<file path="config.mk">
export PLATFORM = sky130hd
export DESIGN_NAME = line_scan_dark_blob_finder_core
export DESIGN_NICKNAME = d
export VERILOG_FILES = /design/src/hw/rtl/lsdbf_pkg.sv /design/src/hw/rtl/line_scan_dark_blob_finder_core.sv
export SDC_FILE = /design/constraint.sdc
export NUM_CORES = 1
export LEC_CHECK = 0
export ABC_AREA = 1
export BUFFER_PORTS_ARGS = -buffer_cell sky130_fd_sc_hd__buf_2
export CORE_AREA = 2 2 142 144
export CTS_CLUSTER_DIAMETER = 80
export DETAILED_ROUTE_END_ITERATION = 12
export DIE_AREA = 0 0 144 146
export PLACE_DENSITY = 0.78
export SLEW_MARGIN = 30
export SYNTH_ARGS = -nofsm -noshare
export SYNTH_HDL_FRONTEND = slang
export SYNTH_SLANG_ARGS = --single-unit
</file>
<file path="constraint.sdc">
create_clock -name clk_i -period 6.7 [get_ports clk_i]
set_input_delay 1.34 -clock clk_i [delete_from_list [all_inputs] [get_ports clk_i]]
set_output_delay 1.34 -clock clk_i [all_outputs]
set_load 0.02 [all_outputs]
</file>
<file path="src/hw/rtl/lsdbf_pkg.sv">
`default_nettype none

package lsdbf_pkg;

  // Longest line that is evaluated, in pixels.
  localparam int unsigned LineWidth = 640;

  // The column counter counts up to LineWidth and then holds.
  localparam int unsigned ColW = $clog2(LineWidth + 1);

  localparam int unsigned GreenW = 6;
  localparam int unsigned PosW   = 10;
  localparam int unsigned SumW   = 16;
  localparam int unsigned PixW   = 16;
  localparam int unsigned CfgW   = 6;

  // Green channel of an RGB565 pixel.
  localparam int unsigned GreenLsb = 5;

  localparam logic [CfgW-1:0] EdgeThresholdRst = CfgW'(15);
  localparam logic [CfgW-1:0] DarkLevelRst     = CfgW'(13);

  typedef enum logic [0:0] {
    CfgEdgeThreshold = 1'b0,
    CfgDarkLevel     = 1'b1
  } cfg_reg_e;

  typedef struct packed {
    logic [PosW-1:0] start_pos;
    logic [PosW-1:0] end_pos;
    logic [PosW-1:0] middle_pos;
  } blob_t;

endpackage

`default_nettype wire

</file>
<file path="src/hw/rtl/line_scan_dark_blob_finder_core.sv">
`default_nettype none
// A blob is registered at the output, or in the skid stage, as its closing pixel is taken.
// Throughput: one pixel transaction per cycle while in_stall_o is low; the edge test, running
// sum and span compare are one short combinational pass between the line state and the result
// register. Reset (asynchronous, active low) clears the green window, column, arm flag, running
// sum and output stages, and loads edge_threshold = 15 and dark_level = 13.

module line_scan_dark_blob_finder_core
  import lsdbf_pkg::*;
(
  input  wire logic              clk_i,
  input  wire logic              rst_ni,

  // Configuration write port.
  input  wire logic              cfg_we_i,
  input  wire logic [0:0]        cfg_idx_i,
  input  wire logic [CfgW-1:0]   cfg_data_i,

  // Pixel input channel.
  input  wire logic              in_valid_i,
  output logic                   in_stall_o,
  input  wire logic [PixW-1:0]   pixel_i,
  input  wire logic              first_of_line_i,

  // Blob result channel.
  output logic                   out_valid_o,
  input  wire logic              out_stall_i,
  output logic [PosW-1:0]        start_pos_o,
  output logic [PosW-1:0]        end_pos_o,
  output logic [PosW-1:0]        middle_pos_o
);

  // Configuration registers.
  logic [CfgW-1:0] edge_thr_q, dark_level_q;

  always_ff @(posedge clk_i or negedge rst_ni) begin
    if (!rst_ni) begin
      edge_thr_q   <= EdgeThresholdRst;
      dark_level_q <= DarkLevelRst;
    end else if (cfg_we_i) begin
      unique case (cfg_reg_e'(cfg_idx_i))
        CfgEdgeThreshold: edge_thr_q   <= cfg_data_i;
        CfgDarkLevel:     dark_level_q <= cfg_data_i;
        default: ;
      endcase
    end
  end

  // Line state. Window entry 0 holds the oldest green, four pixels back.
  logic [GreenW-1:0] win_q [4];
  logic [ColW-1:0]   col_q;
  logic              armed_q, armed_d;
  logic [PosW-1:0]   edge_pos_q, edge_pos_d;
  logic [SumW-1:0]   sum_q, sum_d;

  logic              in_acc;
  logic [GreenW-1:0] green;
  logic [ColW-1:0]   pos;
  logic [ColW-1:0]   centre;
  logic [PosW-1:0]   centre_pos;
  logic              armed_cur;
  logic              eval;
  logic              rise, fall;
  logic [SumW-1:0]   sum_add;
  logic [PosW-1:0]   span;
  logic [SumW-1:0]   dark_bound;
  logic              hit;
  blob_t             blob;
  logic [PosW:0]     mid_sum;

  assign in_acc = in_valid_i && !in_stall_o;
  assign green  = pixel_i[GreenLsb +: GreenW];

  // A new line restarts the position and drops any open falling edge.
  assign pos       = first_of_line_i ? '0 : col_q;
  assign armed_cur = first_of_line_i ? 1'b0 : armed_q;

  // The derivative is centred two pixels behind the arriving one; centres
  // start at position 2 and stop at LineWidth-3.
  assign eval       = (pos >= ColW'(4)) && (pos <= ColW'(LineWidth - 1));
  assign centre     = pos - ColW'(2);
  assign centre_pos = PosW'(centre);

  // Edge tests on unsigned operands, with the threshold moved to the other side.
  assign rise = ({2'b00, green} >= ({2'b00, win_q[0]} + {2'b00, edge_thr_q}));
  assign fall = ({2'b00, win_q[0]} >= ({2'b00, green} + {2'b00, edge_thr_q}));

  // The centre green is added before the rise test sees the sum.
  assign sum_add    = sum_q + SumW'(win_q[2]);
  assign span       = centre_pos - edge_pos_q;
  assign dark_bound = SumW'(dark_level_q) * SumW'(span);

  assign hit = eval && armed_cur && rise && (sum_add < dark_bound);

  assign mid_sum         = {1'b0, edge_pos_q} + {1'b0, centre_pos};
  assign blob.start_pos  = edge_pos_q;
  assign blob.end_pos    = centre_pos;
  assign blob.middle_pos = mid_sum[PosW:1];

  always_comb begin
    armed_d    = armed_cur;
    edge_pos_d = edge_pos_q;
    sum_d      = sum_q;
    if (eval && armed_cur) begin
      sum_d = sum_add;
      if (hit) begin
        armed_d = 1'b0;
      end
    end
    // A fall at the same centre as a reported rise re-arms right away.
    if (eval && fall) begin
      edge_pos_d = centre_pos;
      sum_d      = '0;
      armed_d    = 1'b1;
    end
  end

  always_ff @(posedge clk_i or negedge rst_ni) begin
    if (!rst_ni) begin
      for (int k = 0; k < 4; k++) begin
        win_q[k] <= '0;
      end
      col_q      <= '0;
      armed_q    <= 1'b0;
      edge_pos_q <= '0;
      sum_q      <= '0;
    end else if (in_acc) begin
      win_q[0]   <= win_q[1];
      win_q[1]   <= win_q[2];
      win_q[2]   <= win_q[3];
      win_q[3]   <= green;
      // Past the end of the line the counter holds and nothing is evaluated.
      col_q      <= (pos < ColW'(LineWidth)) ? pos + ColW'(1) : pos;
      armed_q    <= armed_d;
      edge_pos_q <= edge_pos_d;
      sum_q      <= sum_d;
    end
  end

  // Output register with a skid stage behind it. The input is only stalled
  // when both hold a blob, so a waiting result never blocks the next pixel.
  logic  out_valid_q, out_valid_d;
  logic  skid_valid_q, skid_valid_d;
  blob_t out_q, out_d, skid_q, skid_d;
  logic  push, pop;

  assign push = in_acc && hit;
  assign pop  = out_valid_q && !out_stall_i;

  always_comb begin
    out_valid_d  = out_valid_q;
    out_d        = out_q;
    skid_valid_d = skid_valid_q;
    skid_d       = skid_q;
    if (pop || !out_valid_q) begin
      if (skid_valid_q) begin
        out_valid_d  = 1'b1;
        out_d        = skid_q;
        skid_valid_d = push;
        skid_d       = blob;
      end else begin
        out_valid_d  = push;
        out_d        = blob;
      end
    end else if (push) begin
      skid_valid_d = 1'b1;
      skid_d       = blob;
    end
  end

  always_ff @(posedge clk_i or negedge rst_ni) begin
    if (!rst_ni) begin
      out_valid_q  <= 1'b0;
      skid_valid_q <= 1'b0;
    end else begin
      out_valid_q  <= out_valid_d;
      skid_valid_q <= skid_valid_d;
    end
  end

  always_ff @(posedge clk_i) begin
    out_q  <= out_d;
    skid_q <= skid_d;
  end

  assign in_stall_o   = skid_valid_q;
  assign out_valid_o  = out_valid_q;
  assign start_pos_o  = out_q.start_pos;
  assign end_pos_o    = out_q.end_pos;
  assign middle_pos_o = out_q.middle_pos;

endmodule

`default_nettype wire

</file>
; Word level (Yosys, flattened, before mapping)
; Index checks and enable logic that the tools add are counted.
[word_totals]
in_bits = 29
regBits = 135
[classes]
reduce_logical = 19
mul = 1
order_cmp = 6
mux = 16
bitwise = 1
n_eq_ne = 1
n_addsub = 7
[op_table]
columns = operator, n
row1 = 30-bit 2-to-1 mux, 4
row2 = 16-bit 2-to-1 mux, 2
row3 = 10-bit 2-to-1 mux, 2
row4 = 16-bit by 6-bit adder with 16-bit output, 1
row5 = 16-bit less-than comparator, 1
row6 = 6-bit by 10-bit multiplier with 16-bit output, 1
row7 = 6-bit by 6-bit adder with 7-bit output, 2
row8 = 6-bit by 7-bit >= comparator with 1-bit output, 2
row9 = 10-bit by 10-bit adder with 11-bit output, 1
row10 = "10-bit by 1-bit adder with 10-bit output, second input constant", 1
row11 = "10-bit by 3-bit >= comparator with 1-bit output, second input constant", 1
row12 = "10-bit less-or-equal comparator, second input constant", 1
row13 = "10-bit less-than comparator, second input constant", 1
row14 = 2-bit AND reduction, 5
row15 = 10-bit subtractor, 1
row16 = "10-bit by 2-bit subtractor with 10-bit output, second input constant", 1
row17 = 1-bit logical AND, 8
row18 = 1-bit 2-to-1 mux, 8
row19 = 2-bit nonzero test, 2
row20 = 1-bit zero test, 3
row21 = "2-bit != test, second input constant", 1
row22 = 1-bit logical OR, 1
row23 = 1-bit inverter, 1

; Logic depth before layout (Yosys ltp)
[depth]
word_depth = 9
ltp_mapped = 41

; Worst setup path before layout
; Ideal clock, no wire load.
[synth_path]
kind = input to register
start = input first_of_line_i
end = register skid_q[0] in the netlist's numbering (enable)
required_time_ps = 6313
stages = 37
setup_ps = 387
t_arrival_ps = 8031
setup_slack_ps = -1718
cell_sequence = nor2_1 inv_1 ha_1 xor2_1 inv_1 ha_1 a21oi_1 nand2_1 a21oi_1 nor2_1 nor2_1 xor2_1 nor2_1 fa_1 inv_1 fa_1 fa_1 inv_1 ha_1 a21oi_1 nand2_1 a21oi_1 o21ai_0 a21oi_1 inv_1 nand2_1 nand2_1 ha_1 nand2_1 nand2_1 nand2_1 nand3b_1 nor2_1 nand3_1 nor2_1 nand4_1 nand2_1
[synth_between]
elab_chain_len = 9
word_cells_on_any_way = 15
cone_classes = add/sub (2) / mul (1) / order compare (3) / mux (2) / reduce/logical (7)
[synth_lines]
columns = item, line
row1 = "start, declared", line_scan_dark_blob_finder_core.sv:23  ; input wire logic first_of_line_i,
row2 = 10-bit 2-to-1 mux, line_scan_dark_blob_finder_core.sv:75  ; assign pos = first_of_line_i ? '0 : col_q;
row3 = 10-bit by 2-bit subtractor with 10-bit output, line_scan_dark_blob_finder_core.sv:81  ; assign centre = pos - ColW'(2);
row4 = via centre[1], line_scan_dark_blob_finder_core.sv:59  ; logic [ColW-1:0] centre;
row5 = 10-bit subtractor, line_scan_dark_blob_finder_core.sv:90  ; assign span = centre_pos - edge_pos_q;
row6 = 6-bit by 10-bit multiplier with 16-bit output, line_scan_dark_blob_finder_core.sv:91  ; assign dark_bound = SumW'(dark_level_q) * SumW'(span);
row7 = 16-bit less-than comparator, line_scan_dark_blob_finder_core.sv:93  ; assign hit = eval && armed_cur && rise && (sum_add < dark_bound);
row8 = 1-bit logical AND, line_scan_dark_blob_finder_core.sv:93
row9 = 1-bit logical AND, line_scan_dark_blob_finder_core.sv:147  ; assign push = in_acc && hit;
row10 = 2-bit nonzero test (no source line), --
row11 = 2-bit AND reduction (no source line), --
row12 = "end signal, assigned", line_scan_dark_blob_finder_core.sv:183  ; skid_q <= skid_d;
row13 = "end, declared", line_scan_dark_blob_finder_core.sv:144  ; blob_t out_q, out_d, skid_q, skid_d;
; The timed path passes the listed nets, and every way through them passes these cells.
; A chain may end at the register's enable or synchronous reset.

; Worst setup path after layout
[layout_path]
start = input first_of_line_i
end = register skid_q[22] in the netlist's numbering (enable)
; The elaborated chain is that of the path after synthesis.

==> results.py <==
metrics = {
    "yosys": {
        "netlist.area_leader.share": 0.188,
        "synth.lib_cells_used.distinct": 39,
        "synthesis.nets": 1300,
        "synth.top_cells.by_area": "sky130_fd_sc_hd__edfxtp_1, sky130_fd_sc_hd__dfrtp_1, sky130_fd_sc_hd__nand2_1",
        "postSynthAreaPerCell_um2": 8.39,
        "postSynthRegisterBits": 135,
        "number_of_enable_flip_flop_cells_after_synthesis": 60,
        "synth_warnings": 0,
        "syn_area_um2": 9580,
        "asyncSetResetFlopFracSynth": 0.556,
        "synth_most_common_cell": "sky130_fd_sc_hd__nand2_1",
        "synth_cells": 1141,
        "synth_flop_cell": "sky130_fd_sc_hd__dfrtp_1",
        "yosysSeqAreaShare": 0.385,
        "synth_area_leader_cell": "sky130_fd_sc_hd__edfxtp_1",
        "leading_cell_types_by_count_after_synthesis": "sky130_fd_sc_hd__nand2_1, sky130_fd_sc_hd__inv_1, sky130_fd_sc_hd__ha_1, sky130_fd_sc_hd__nand3_1, sky130_fd_sc_hd__nor2_1",
    },
    "die": {
        "design.die.area_um2": 21000,
        "floorplan.core_area_um2": 19300,
        "fp.dieH_um": 146,
        "ios": 61,
        "die_x_um": 144,
        "initial_core_util": 0.495,
        "rows": 51,
    },
    "sta": {
        "tightest_slew_ns": 0.715,
        "setup-violations-final": 33,
        "fin_crit_ns": 7.21,
        "grt_setup_unrepaired": "yes",
        "max_slew_vio_count": 0,
        "timing.fmax_mhz": 139,
        "worst_slack_ns": -0.515,
        "final.setup_skew_ns": 0.00915,
        "slew_headroom": 0.523,
        "hold_viol_final": 0,
        "min_period_over_period": 1.08,
        "hold-worst-slack_ns": 0.468,
    },
    "setup_path": {
        "worstPathRequired_ns": 6.84,
        "timing.critical_path.fanout_max": 5,
        "critPathLaunchType": "input port",
        "timing.critical_path.mode_cell": "sky130_fd_sc_hd__nand2_1",
        "criticalPathCategory": "input port to flip-flop",
        "cp.arrival_ns": 7.36,
        "critical_path_end_type": "flip-flop",
        "crit_slowest_cell": "sky130_fd_sc_hd__fa_1",
        "critical_path.max_stage_delay_ns": 0.56,
    },
    "global_routing": {
        "gr-usage-all-layers": 0.233,
        "globalRoute.totalOverflow": 0,
        "grt.met2_usage": 0.416,
        "pin_count_of_the_biggest_net_entering_global_routing": 76,
        "grt_busiest_layer": "met2",
        "first_global_vias": 8425,
        "grt_first_pass_wirelength_um": 39100,
        "use_met3": 0.0365,
        "antenna_found_initial": 0,
        "globalRouteMet1Util": 0.283,
    },
    "routing": {
        "routed-via-count": 8203,
        "drt_first_pass_iters": 5,
        "routedWlPerCell_um": 14.6,
        "drt-initial-drc-count": 473,
        "detail_route.drc_violations": 0,
        "totalWireLength_um": 23300,
        "drtAntennaViolNets": 0,
        "detail_route.vias_per_cell": 5.15,
    },
    "clock_network": {
        "numCtsBuffers": 17,
        "clock_sinks": 135,
        "clk_latency_ns": 0.43,
        "maximum_number_of_buffers_from_clock_root_to_sink": 2,
        "postCtsHoldBufs": 0,
        "cts-root-buf": "sky130_fd_sc_hd__clkbuf_16",
        "cts_htree_levels": 4,
        "tritoncts_clock_tree": "done",
        "clk_pin_slew_worst_paths_ns": 0.06,
    },
    "flow_run": {
        "max_cap_violations": 0,
    },
    "cells_and_area": {
        "finish.net_count": 1473,
        "syn2layout_area_growth_pct": 29.1,
        "fin_util": 0.640,
        "num_antenna_cells": 0,
        "final_layout_size_suffix_gt1_frac": 0.262,
    },
    "place": {
        "setup_slack_at_placement_ns": -1.33,
        "port-buffer-count": 50,
        "place.detailed.hpwl_um": 16700,
        "weighted_congestion_at_the_end_of_routability_driven_global_placement": 0.942,
    },
    "outcome": {
        "outcome": "complete, but fails checks",
        "violations": "negative setup slack",
    },
    "hold_path": {
        "hp-class": "flip-flop to flip-flop",
    },
}
==> sequential cells by signal, indices dropped and copies added (netlist names) <==
name,count
skid_q,30
win_q,24
sum_q,16
col_q,10
edge_pos_q,10
end_pos_o,10
middle_pos_o,10
start_pos_o,10
dark_level_q,6
edge_thr_q,6
armed_q,1
in_stall_o,1
out_valid_o,1
==> placed cells by master, fill, tap and decap left out, drive strengths merged, types with 3 or more instances in the layout <==
cell type	netlist	routed
nand2	336	336
edfxtp	60	60
xnor2	20	20
a21o	4	4
o211ai	3	3
nor3	10	10
nand3	74	74
bufinv	0	3
nor2	74	74
ha	92	92
clkinvlp	0	4
dfstp	7	7
o21bai	3	3
nand4	12	12
or2	4	4
dfrtp	68	68
nand3b	4	4
buf	10	177
clkbuf	13	18
fa	38	38
xor2	36	36
o21ai	60	60
inv	167	174
a21oi	38	38
==> critical path, delay by kind of cell <==
family / cells / cell delay, ns
compound gates: 3 / 0.44
xor+xnor: 2 / 0.51
buf+inv: 10 / 0.77
simple gates: 17 / 1.62
fa+ha+maj: 7 / 2.64
==> stage by stage <==
step,TNS [ns],instances,cell area (µm²)
3_3_place_gp,-35.96,1537,11100
3_5_place_dp,-42.21,1537,11100
2_1_floorplan,-16.75,1141,9860
5_1_grt,-24.69,1592,12400
4_1_cts,-13.54,1586,12100
6_report,-14.09,1592,12400
==> timing repair <==
action	4_1_cts	5_1_grt
buffers inserted	17	9
gates cloned	1	0
gates resized for setup	62	45
pin swaps	69	32
endpoints found under the setup margin	33	33
==> path summary, 6_finish.rpt <==
kind | cells past startpoint | start | slack (ns) | end
min in group asynchronous | 1 | rst_ni | 0.92 | sum_q[13]
max | 39 | first_of_line_i | -0.51 | skid_q[22]
min reg2reg | 2 | win_q[1] | 0.47 | win_q[7]
min | 2 | win_q[1] | 0.47 | win_q[7]
max reg2reg | 38 | col_q[1] | 0.04 | skid_q[22]
max in group asynchronous | 1 | rst_ni | 5.27 | win_q[0]
==> per-layer routing <==
metal | vias up | routed length, µm
li1 | 3995 | -
met1 | 3897 | 9630
met2 | 251 | 11900
met3 | 60 | 1020
met4 | 0 | 770
met5 | - | 0
==> layout make-up <==
cell class | count | area [µm²]
Fill cell | 1460 | 6970
Multi-Input combinational cell | 816 | 5780
Sequential cell | 135 | 3690
Timing Repair Buffer | 177 | 1300
Inverter | 167 | 637
Clock buffer | 18 | 439
Tap cell | 265 | 332
Clock inverter | 14 | 186
==> kinds of logic after synthesis <==
| kind of cell | share of synthesized area |
|---|---|
| and+or+nand+nor | 0.224 |
| DFF | 0.385 |
| xor gates and xnor gates | 0.0512 |
| buffers and inverters | 0.0766 |
| AOI/OAI and AO/OA | 0.0635 |
| adders and majority gates | 0.200 |
Power is not shown: default switching activity piles up to over one toggle a cycle in this logic, so the estimate is an artifact.
